File: src/sv/cpo_pkg.sv
// Shared constants, job codes and controller/datapath interface types for
// the closed polyline offset block. Depends on nothing else.
`default_nettype none
package cpo_pkg;

	localparam int DEF_COORD_BITS = 24;
	localparam int DEF_MAX_POINTS = 65536;
	localparam logic [15:0] DEF_WIDTH = 16'd256;

	localparam int IDX_W = 16;
	localparam int NW = 33;
	localparam int NORM_W = 31;
	localparam int Q_W = 17;
	localparam int SQRT_STEPS = 32;
	localparam int DIV_STEPS = Q_W;

	localparam logic [1:0] JOB_A = 2'd0;
	localparam logic [1:0] JOB_B = 2'd1;
	localparam logic [1:0] JOB_C = 2'd2;

	typedef struct packed {
		logic       cap_in;
		logic       upd_vtx;
		logic       clr_loop;
		logic       ld_job;
		logic [1:0] job;
		logic       norm_step;
		logic       sq_a;
		logic       sq_b;
		logic       sq_sum;
		logic       sqrt_step;
		logic       div_mul;
		logic       div_ld;
		logic       div_step;
		logic       div_b;
		logic       ld_out;
		logic       out_few;
	} cmd_t;

	typedef struct packed {
		logic few_before;
		logic total_lt3;
		logic closes;
		logic u_zero;
		logic norm_done;
		logic sqrt_last;
		logic div_last;
		logic out_free;
	} status_t;

endpackage
`default_nettype wire

File: src/sv/cpo_ctrl.sv
// Controller state machine: sequences vertex intake, the offset jobs and
// loop closure. Depends on cpo_pkg.
`default_nettype none
module cpo_ctrl (
	input  wire               clk,
	input  wire               arst_n,
	input  wire               in_valid,
	output logic              in_ready,
	input  cpo_pkg::status_t  status,
	output cpo_pkg::cmd_t     cmd
);
	import cpo_pkg::*;

	localparam logic [3:0] ST_IDLE  = 4'd0;
	localparam logic [3:0] ST_DISP  = 4'd1;
	localparam logic [3:0] ST_UPD   = 4'd2;
	localparam logic [3:0] ST_CLOSE = 4'd3;
	localparam logic [3:0] ST_FEW   = 4'd4;
	localparam logic [3:0] ST_SETUP = 4'd5;
	localparam logic [3:0] ST_NORM  = 4'd6;
	localparam logic [3:0] ST_SQA   = 4'd7;
	localparam logic [3:0] ST_SQB   = 4'd8;
	localparam logic [3:0] ST_SUM   = 4'd9;
	localparam logic [3:0] ST_SQRT  = 4'd10;
	localparam logic [3:0] ST_DMUL  = 4'd11;
	localparam logic [3:0] ST_DLD   = 4'd12;
	localparam logic [3:0] ST_DSTEP = 4'd13;
	localparam logic [3:0] ST_EMIT  = 4'd14;

	logic [3:0] state_q, state_d;
	logic [1:0] job_q, job_d;
	logic divb_q, divb_d;

	assign in_ready = (state_q == ST_IDLE);

	always_comb begin
		state_d = state_q;
		job_d = job_q;
		divb_d = divb_q;
		cmd = '0;
		cmd.job = job_q;
		cmd.div_b = divb_q;
		unique case (state_q)
			ST_IDLE: begin
				if (in_valid) begin
					cmd.cap_in = 1'b1;
					state_d = ST_DISP;
				end
			end
			ST_DISP: begin
				if (status.few_before) state_d = ST_UPD;
				else begin
					job_d = JOB_A;
					state_d = ST_SETUP;
				end
			end
			ST_UPD: begin
				cmd.upd_vtx = 1'b1;
				state_d = status.closes ? ST_CLOSE : ST_IDLE;
			end
			ST_CLOSE: begin
				if (status.total_lt3) state_d = ST_FEW;
				else begin
					job_d = JOB_B;
					state_d = ST_SETUP;
				end
			end
			ST_FEW: begin
				if (status.out_free) begin
					cmd.ld_out = 1'b1;
					cmd.out_few = 1'b1;
					cmd.clr_loop = 1'b1;
					state_d = ST_IDLE;
				end
			end
			ST_SETUP: begin
				cmd.ld_job = 1'b1;
				state_d = ST_NORM;
			end
			ST_NORM: begin
				if (status.u_zero) state_d = ST_EMIT;
				else if (status.norm_done) state_d = ST_SQA;
				else cmd.norm_step = 1'b1;
			end
			ST_SQA: begin
				cmd.sq_a = 1'b1;
				state_d = ST_SQB;
			end
			ST_SQB: begin
				cmd.sq_b = 1'b1;
				state_d = ST_SUM;
			end
			ST_SUM: begin
				cmd.sq_sum = 1'b1;
				state_d = ST_SQRT;
			end
			ST_SQRT: begin
				cmd.sqrt_step = 1'b1;
				if (status.sqrt_last) begin
					divb_d = 1'b0;
					state_d = ST_DMUL;
				end
			end
			ST_DMUL: begin
				cmd.div_mul = 1'b1;
				state_d = ST_DLD;
			end
			ST_DLD: begin
				cmd.div_ld = 1'b1;
				state_d = ST_DSTEP;
			end
			ST_DSTEP: begin
				cmd.div_step = 1'b1;
				if (status.div_last) begin
					if (!divb_q) begin
						divb_d = 1'b1;
						state_d = ST_DMUL;
					end else state_d = ST_EMIT;
				end
			end
			ST_EMIT: begin
				if (status.out_free) begin
					cmd.ld_out = 1'b1;
					unique case (job_q)
						JOB_A: state_d = ST_UPD;
						JOB_B: begin
							job_d = JOB_C;
							state_d = ST_SETUP;
						end
						default: begin
							cmd.clr_loop = 1'b1;
							state_d = ST_IDLE;
						end
					endcase
				end
			end
			default: state_d = ST_IDLE;
		endcase
	end

	always_ff @(posedge clk or negedge arst_n) begin
		if (!arst_n) begin
			state_q <= ST_IDLE;
			job_q <= JOB_A;
			divb_q <= 1'b0;
		end else begin
			state_q <= state_d;
			job_q <= job_d;
			divb_q <= divb_d;
		end
	end

endmodule
`default_nettype wire

File: config.mk
export PLATFORM = sky130hd
export DESIGN_NAME = cpo_ctrl
export DESIGN_NICKNAME = d
export VERILOG_FILES = /design/src/sv/cpo_pkg.sv /design/src/sv/cpo_ctrl.sv
export SDC_FILE = /design/constraint.sdc
export NUM_CORES = 1
export LEC_CHECK = 0
export BUFFER_PORTS_ARGS = -buffer_cell sky130_fd_sc_hd__buf_2
export CAP_MARGIN = 25
export CORE_ASPECT_RATIO = 1.5
export CORE_MARGIN = 2
export CORE_UTILIZATION = 25
export DETAILED_ROUTE_END_ITERATION = 8
export MAX_ROUTING_LAYER = met4
export PLACE_DENSITY = 0.57
export SLEW_MARGIN = 5
export SYNTH_ARGS = -nofsm -noshare
export SYNTH_HDL_FRONTEND = slang
export SYNTH_SLANG_ARGS = --single-unit
File: constraint.sdc
create_clock -name clk -period 2.54 [get_ports clk]
set_input_delay 0.254 -clock clk [delete_from_list [all_inputs] [get_ports clk]]
set_output_delay 0.254 -clock clk [all_outputs]
set_load 0.05 [all_outputs]
==> flow_summary.json, run 1 <==
{
  "fmax_mhz": 444,
  "critPathCapture": "cmd[10]",
  "grt_pass1_vias": 783,
  "critPathCaptureType": "output port",
  "placed_area_um2": 898,
  "p_per_area_nw_per_um2": 1450,
  "drt_pass1_iterations": 4,
  "seqPwrFrac_pct": 20.7,
  "final_nets": 137,
  "ant_nets": 0,
  "setup_viol": 0,
  "clkLatencyLatePin_ns": 0.23,
  "via_per_inst": 5.13,
  "p_comb_share_pct": 67.3,
  "drc_errors": 0,
  "clk_pin_slew_ns": 0.04,
  "wl_per_cell_um": 13.7,
  "critical_path_required_ns": 2.29,
  "synth_nets": 111,
  "initial_core_util_pct": 25.7,
  "clkSinkCount": 7,
  "tns_ns": 0,
  "r2r-start": "state_q[3]",
  "period_needed_ns": 2.25,
  "ys_seq_area_share_pct": 23.9,
  "crit_family": "simple AND/OR/NAND/NOR gates",
  "crit_start": "state_q[3]",
  "drv_cap": 0,
  "fillers": 309,
  "worstSetupStartpointType": "flip-flop",
  "syn2layout_area_growth_pct": 29.8,
  "clk_path_buf_depth": 2,
  "worstPathCellList": "nand2b_1 -> or4_4 -> inv_1 -> buf_2",
  "rows": 24,
  "cp_num_cells": 4,
  "ios": 29,
  "num_antenna_cells": 0,
  "synth_ff_type": "dfrtp_1",
  "finClkSkew_ns": 0.00137,
  "hold_path_class": "input port to flip-flop",
  "final_common_cell": "buf_2",
  "grt.total_usage_pct": 14.8,
  "cts_setup_buffers": 0,
  "dp_hpwl_um": 1730,
  "final_core_util_pct": 33.4,
  "p_int_uw": 588,
  "die_h_um": 70.4,
  "maxSlewViolCount": 0,
  "finalCritPeriodShare_pct": 88.8,
  "critPathMaxFanout": 23,
  "power.total_uw": 1380,
  "numCtsBuffers": 3,
  "core-area_um2": 2850,
  "cts_tree": "done",
  "cp.arrival_ns": 2.00,
  "drive_above_1_share_pct": 33.6,
  "grt_pass1_wl_um": 3610,
  "r2r-end": "state_q[1]",
  "grt_overflow": 0,
  "root_buffer": "clkbuf_8",
  "htreeDepth": 1,
  "status": "finished clean",
  "final_design_area_no_fill_um2": 953,
  "slowest_delay_ns": 0.61,
  "syn_inst": 100,
  "drt-initial-drc-count": 18,
  "wl_um": 2240,
  "vdd_ir_drop_max_mv": 0.417,
  "worst-slew-pin-transition_ns": 0.652,
  "hold_violations": 0,
  "die-width_um": 48.3,
  "synthesis.area_um2": 734,
  "yosys_register_bits": 7,
  "holdCritStartpoint": "status[2]",
  "slowest_stage": "dfrtp_1",
  "final_cell_mix": "buf_2, nor2_1, nor3_1",
  "port_buffers": 28,
  "yosysWarnings": 0,
  "path_class": "flip-flop to output port",
  "grt_max_degree": 24,
  "relSlewSlack_pct": 56.6,
  "synth-edff-count": 0,
  "leakagePower_uw": 0.000457,
  "sw_frac_of_total_pct": 57.4,
  "clkPwrFrac_pct": 12.0,
  "reg2reg_depth": 4,
  "vias": 842,
  "path_buf_inv": 2,
  "r2r_slack_ns": 0.49,
  "antenna_found_initial": 0,
  "ctsResizeCount": 0,
  "die_area_um2": 3400,
  "rsz0062_at_grt": "false",
  "avgSynthCellArea_um2": 7.34,
  "finalWeightedCongestion": 0.794,
  "ys_types": 39,
  "p_switching_uw": 791,
  "synthArstFlopShare_pct": 100
}
layer usage:
layer,part of all wire (%),GRT usage [%],wire [um],vias to the layer above
met5,0,-,0,-
met4,1.1,5.41,25,0
met3,6.0,3.36,134,4
met2,53,23.1,1190,29
met1,40,17.7,893,391
li1,-,-,-,418
cell usage after synthesis, drive strengths merged (2+ instances only):
library cell / count / area, um2
nand2: 6 / 22.5
buf: 8 / 48.8
nand3: 2 / 10.0
dfrtp: 7 / 175
and3: 2 / 17.5
mux2i: 2 / 20.0
or3: 2 / 12.5
nor2: 12 / 45.0
nand4: 2 / 12.5
nor4b: 2 / 17.5
nor4: 4 / 25.0
inv: 4 / 15.0
a31oi: 5 / 31.3
o21ai: 3 / 15.0
nand2b: 6 / 37.5
mux2: 3 / 37.5
a21oi: 4 / 20.0
clkbuf: 3 / 11.3
nor3: 8 / 40.0
or4: 2 / 18.8
per-stage QoR:
stage	instances	setup WS, ns	hold WS, ns
floorplan	100	0.0145	-0.0416
global placement	159	0.588	0.104
detailed placement	159	0.562	0.104
CTS	164	0.314	0.220
global route	164	0.180	0.226
finish	164	0.285	0.217
flip-flops by register name, summed over array words and instances, names as in the netlist:
register,flops
state_q,4
divb_q,1
job_q,2
area by class of cell:
cell class	count	area (um2)	area share [%]
Timing Repair Buffer	32	173	18.1
Sequential cell	7	175	18.4
Clock buffer	4	45.0	4.72
Tap cell	39	48.8	5.12
Multi-Input combinational cell	78	497	52.1
Inverter	4	15.0	1.57
worst min path at each step:
stage                       to  slack [ns]  cells after the start
finish                  divb_q        0.22                      2
global route            divb_q        0.23                      2
CTS                     divb_q        0.22                      2
detailed placement  state_q[0]        0.10                      1
global placement    state_q[0]        0.10                      1
floorplan               divb_q       -0.04                      0
power groups by stage:
stage,combinational (uW),clock (uW),sequential (uW)
finish,928,166,286
global route,1000,177,301
CTS,929,164,281
detailed placement,920,0,280
global placement,915,0,283
floorplan,794,0,238
logic make-up after synthesis:
family / share of synthesized area, %
AO/OA/AOI/OAI: 17.7
buffers and inverters: 10.2
flip-flops: 23.9
AND/OR/NAND/NOR: 40.4
multiplexers: 7.84
timing repair:
action                                  CTS  global route
endpoints found under the hold margin     7             0
endpoints found under the setup margin    0             0
hold buffers                              1             0
Power figures use the tool's default switching activity.
==> inputs of run 2 (changes only) <==
--- a/config.mk
+++ b/config.mk
@@ -5,6 +5,7 @@
 export SDC_FILE = /design/constraint.sdc
 export NUM_CORES = 1
 export LEC_CHECK = 0
+export ABC_AREA = 1
 export BUFFER_PORTS_ARGS = -buffer_cell sky130_fd_sc_hd__buf_2
 export CAP_MARGIN = 25
 export CORE_ASPECT_RATIO = 1.5
@@ -12,7 +13,7 @@
 export CORE_UTILIZATION = 25
 export DETAILED_ROUTE_END_ITERATION = 8
 export MAX_ROUTING_LAYER = met4
-export PLACE_DENSITY = 0.57
+export PLACE_DENSITY = 0.56
 export SLEW_MARGIN = 5
 export SYNTH_ARGS = -nofsm -noshare
 export SYNTH_HDL_FRONTEND = slang
==> run 2 against run 1 <==
Maximum frequency rose by 12%; global-route usage barely moved; clock power barely moved; sequential share of layout area fell by 0.47 points; clock skew rose by 0.0024 ns; critical path type unchanged.
==> flow_summary.json, run 2 <==
{
  "worstSetupStartpointType": "flip-flop",
  "vdd_ir_drop_max_mv": 0.584,
  "reg_top3": "state_q: 4 flops, job_q: 2 flops, divb_q: 1 flops",
  "synth_ff_type": "dfrtp_1",
  "ys_types": 21,
  "p_comb_share_pct": 66.2,
  "period_needed_ns": 2.02,
  "maxSlewViolCount": 0,
  "initial_core_util_pct": 26.0,
  "cp.arrival_ns": 1.76,
  "drt-initial-drc-count": 34,
  "fmax_mhz": 496,
  "vias": 906,
  "finalCritPeriodShare_pct": 79.4,
  "r2r_slack_ns": 1.04,
  "grt.total_usage_pct": 14.7,
  "die_h_um": 71.4,
  "rsz0062_at_grt": "false",
  "ant_nets": 0,
  "path_class": "flip-flop to output port",
  "slowest_stage": "dfrtp_1",
  "synth-edff-count": 0,
  "yosys_register_bits": 7,
  "cts_tree": "done",
  "synthArstFlopShare_pct": 100,
  "hold_end": "divb_q",
  "via_per_inst": 4.49,
  "grt_overflow": 0,
  "ios": 29,
  "grt_pass1_wl_um": 3750,
  "yosys-top-cells-area": "dfrtp_1, nand2_1, nand3_1",
  "hold_path_class": "input port to flip-flop",
  "synth.most_common_cell": "nand2_1",
  "worst-slew-pin-transition_ns": 0.337,
  "p_per_area_nw_per_um2": 1200,
  "synthesis.area_um2": 757,
  "slowest_delay_ns": 0.51,
  "avgSynthCellArea_um2": 5.69,
  "drt_pass1_iterations": 4,
  "fillers": 358,
  "core-area_um2": 2910,
  "port_buffers": 28,
  "rows": 24,
  "p_switching_uw": 702,
  "die-width_um": 48.9,
  "grt_max_degree": 9,
  "worstPathCellList": "inv_1 -> nor2_4 -> nand2_4 -> a21oi_2 -> a21boi_1 -> buf_2",
  "leakagePower_uw": 0.000646,
  "worstHoldPathCells": 2,
  "synth_nets": 144,
  "grt_pass1_vias": 864,
  "placed_cells": 197,
  "clkSinkCount": 7,
  "status": "finished clean",
  "finClkSkew_ns": 0.00374,
  "critPathMaxFanout": 8,
  "critPathCaptureType": "output port",
  "clk_pin_slew_ns": 0.04,
  "sw_frac_of_total_pct": 60.0,
  "clk_path_buf_depth": 2,
  "final_common_cell": "nand2_1",
  "final_nets": 175,
  "die_area_um2": 3490,
  "dp_hpwl_um": 1890,
  "finalWeightedCongestion": 0.855,
  "netlist.top_cell.by_area": "dfrtp_1",
  "yosysTopAreaCellShare_pct": 23.1,
  "fin_hold_ws_ns": 0.249,
  "netlist_top_cells_count": "nand2_1, inv_1, nand3_1",
  "clkLatencyLatePin_ns": 0.24,
  "met1_length_um": 941,
  "p_int_uw": 469,
  "final_cell_mix": "nand2_1, buf_2, inv_1",
  "hold_violations": 0,
  "seqPwrFrac_pct": 19.9,
  "reg2reg_depth": 7,
  "highest_layer": "met4",
  "regMostFlops": "state_q",
  "drc_errors": 0,
  "drive_above_1_share_pct": 25.8,
  "drv_cap": 0,
  "holdCritStartpoint": "status[2]",
  "largest_reg_flops": 4,
  "met2_length_um": 1080,
  "htreeDepth": 1,
  "fin_cells": 202,
  "tns_ns": 0,
  "relSlewSlack_pct": 77.5,
  "syn_inst": 133,
  "root_buffer": "clkbuf_8",
  "critical_path_required_ns": 2.29,
  "wl_per_cell_um": 11.1,
  "antenna_found_initial": 0,
  "r2r-start": "state_q[1]",
  "syn2layout_area_growth_pct": 29.3,
  "numCtsBuffers": 3,
  "wl_met3_um": 107,
  "clkPwrFrac_pct": 13.9,
  "num_antenna_cells": 0,
  "setup_viol": 0,
  "yosysWarnings": 0,
  "ys_seq_area_share_pct": 23.1,
  "ctsResizeCount": 0,
  "r2r-end": "job_q[0]",
  "wl_um": 2240
}
## run 2: cell count changes after synthesis, moves of 6 or more
cell,previous run,this run
inv_1,4,24
nand2_1,6,39
nand2b_1,6,0
nand3_1,2,20
nor2_1,12,18
nor3_1,8,1
## run 2: power groups by stage
stage	logic [uW]	clock network (uW)	registers [uW]
floorplan	624	0	236
global placement	781	0	232
detailed placement	779	0	234
finish	775	163	233
global route	866	177	239
CTS	783	167	232
## run 2: what timing repair did
item | CTS | global route
buffers inserted | 0 | 0
setup endpoints to repair | 0 | 0
hold buffers | 1 | 0
endpoints found under the hold margin | 7 | 0
## run 2: cells by family (layout without fill, tap and decap cells)
logic type	count (synthesis)	count (layout)	synth area share [%]
AOI/OAI and AO/OA	9	9	7.60
and+or+nand+nor	88	88	53.4
DFF	7	7	23.1
buffers and inverters	29	59	15.9
## run 2: how the worst max path moves through the flow
stage               cells past startpoint      end  slack (ns)        from
global route                            6  cmd[14]        0.39  state_q[1]
floorplan                               5  cmd[14]         0.1  state_q[1]
CTS                                     6  cmd[14]        0.52  state_q[1]
global placement                        6  cmd[14]        0.82  state_q[1]
detailed placement                      6  cmd[14]        0.78  state_q[1]
finish                                  6  cmd[14]        0.52  state_q[1]
## run 2: cell type report
class	count	area, um2	share of cell area (%)
multi-input combinational	97	462	47.2
sequential	7	175	17.9
timing repair buffer	29	150	15.3
inverter	26	97.6	9.97
tap	39	48.8	4.99
clock buffer	4	45.0	4.60
## run 2: critical path: cells and delay by family (launching register included)
family                 cells  cell delay (ns)
AOI/OAI and AO/OA          2             0.31
DFF                        1             0.51
buffers and inverters      2             0.41
and+or+nand+nor            2             0.30
## run 2: per-layer routing
| metal | vias to the layer above | track usage, % |
|---|---|---|
| li1 | 469 | - |
| met1 | 398 | 15.2 |
| met2 | 29 | 23.7 |
| met3 | 10 | 2.92 |
| met4 | 0 | 12.7 |
| met5 | - | - |
## run 2: through the flow
stage                     instance area [um2]  setup WS [ns]  power, uW  utilization, %
after floorplan                           757         0.0988        860               -
after global placement                    923          0.819       1010            31.7
after detailed placement                  923          0.783       1010            31.7
after CTS                                 978          0.521       1180            33.6
after global routing                      978          0.395       1280            33.6
final                                     978          0.524       1170            33.6
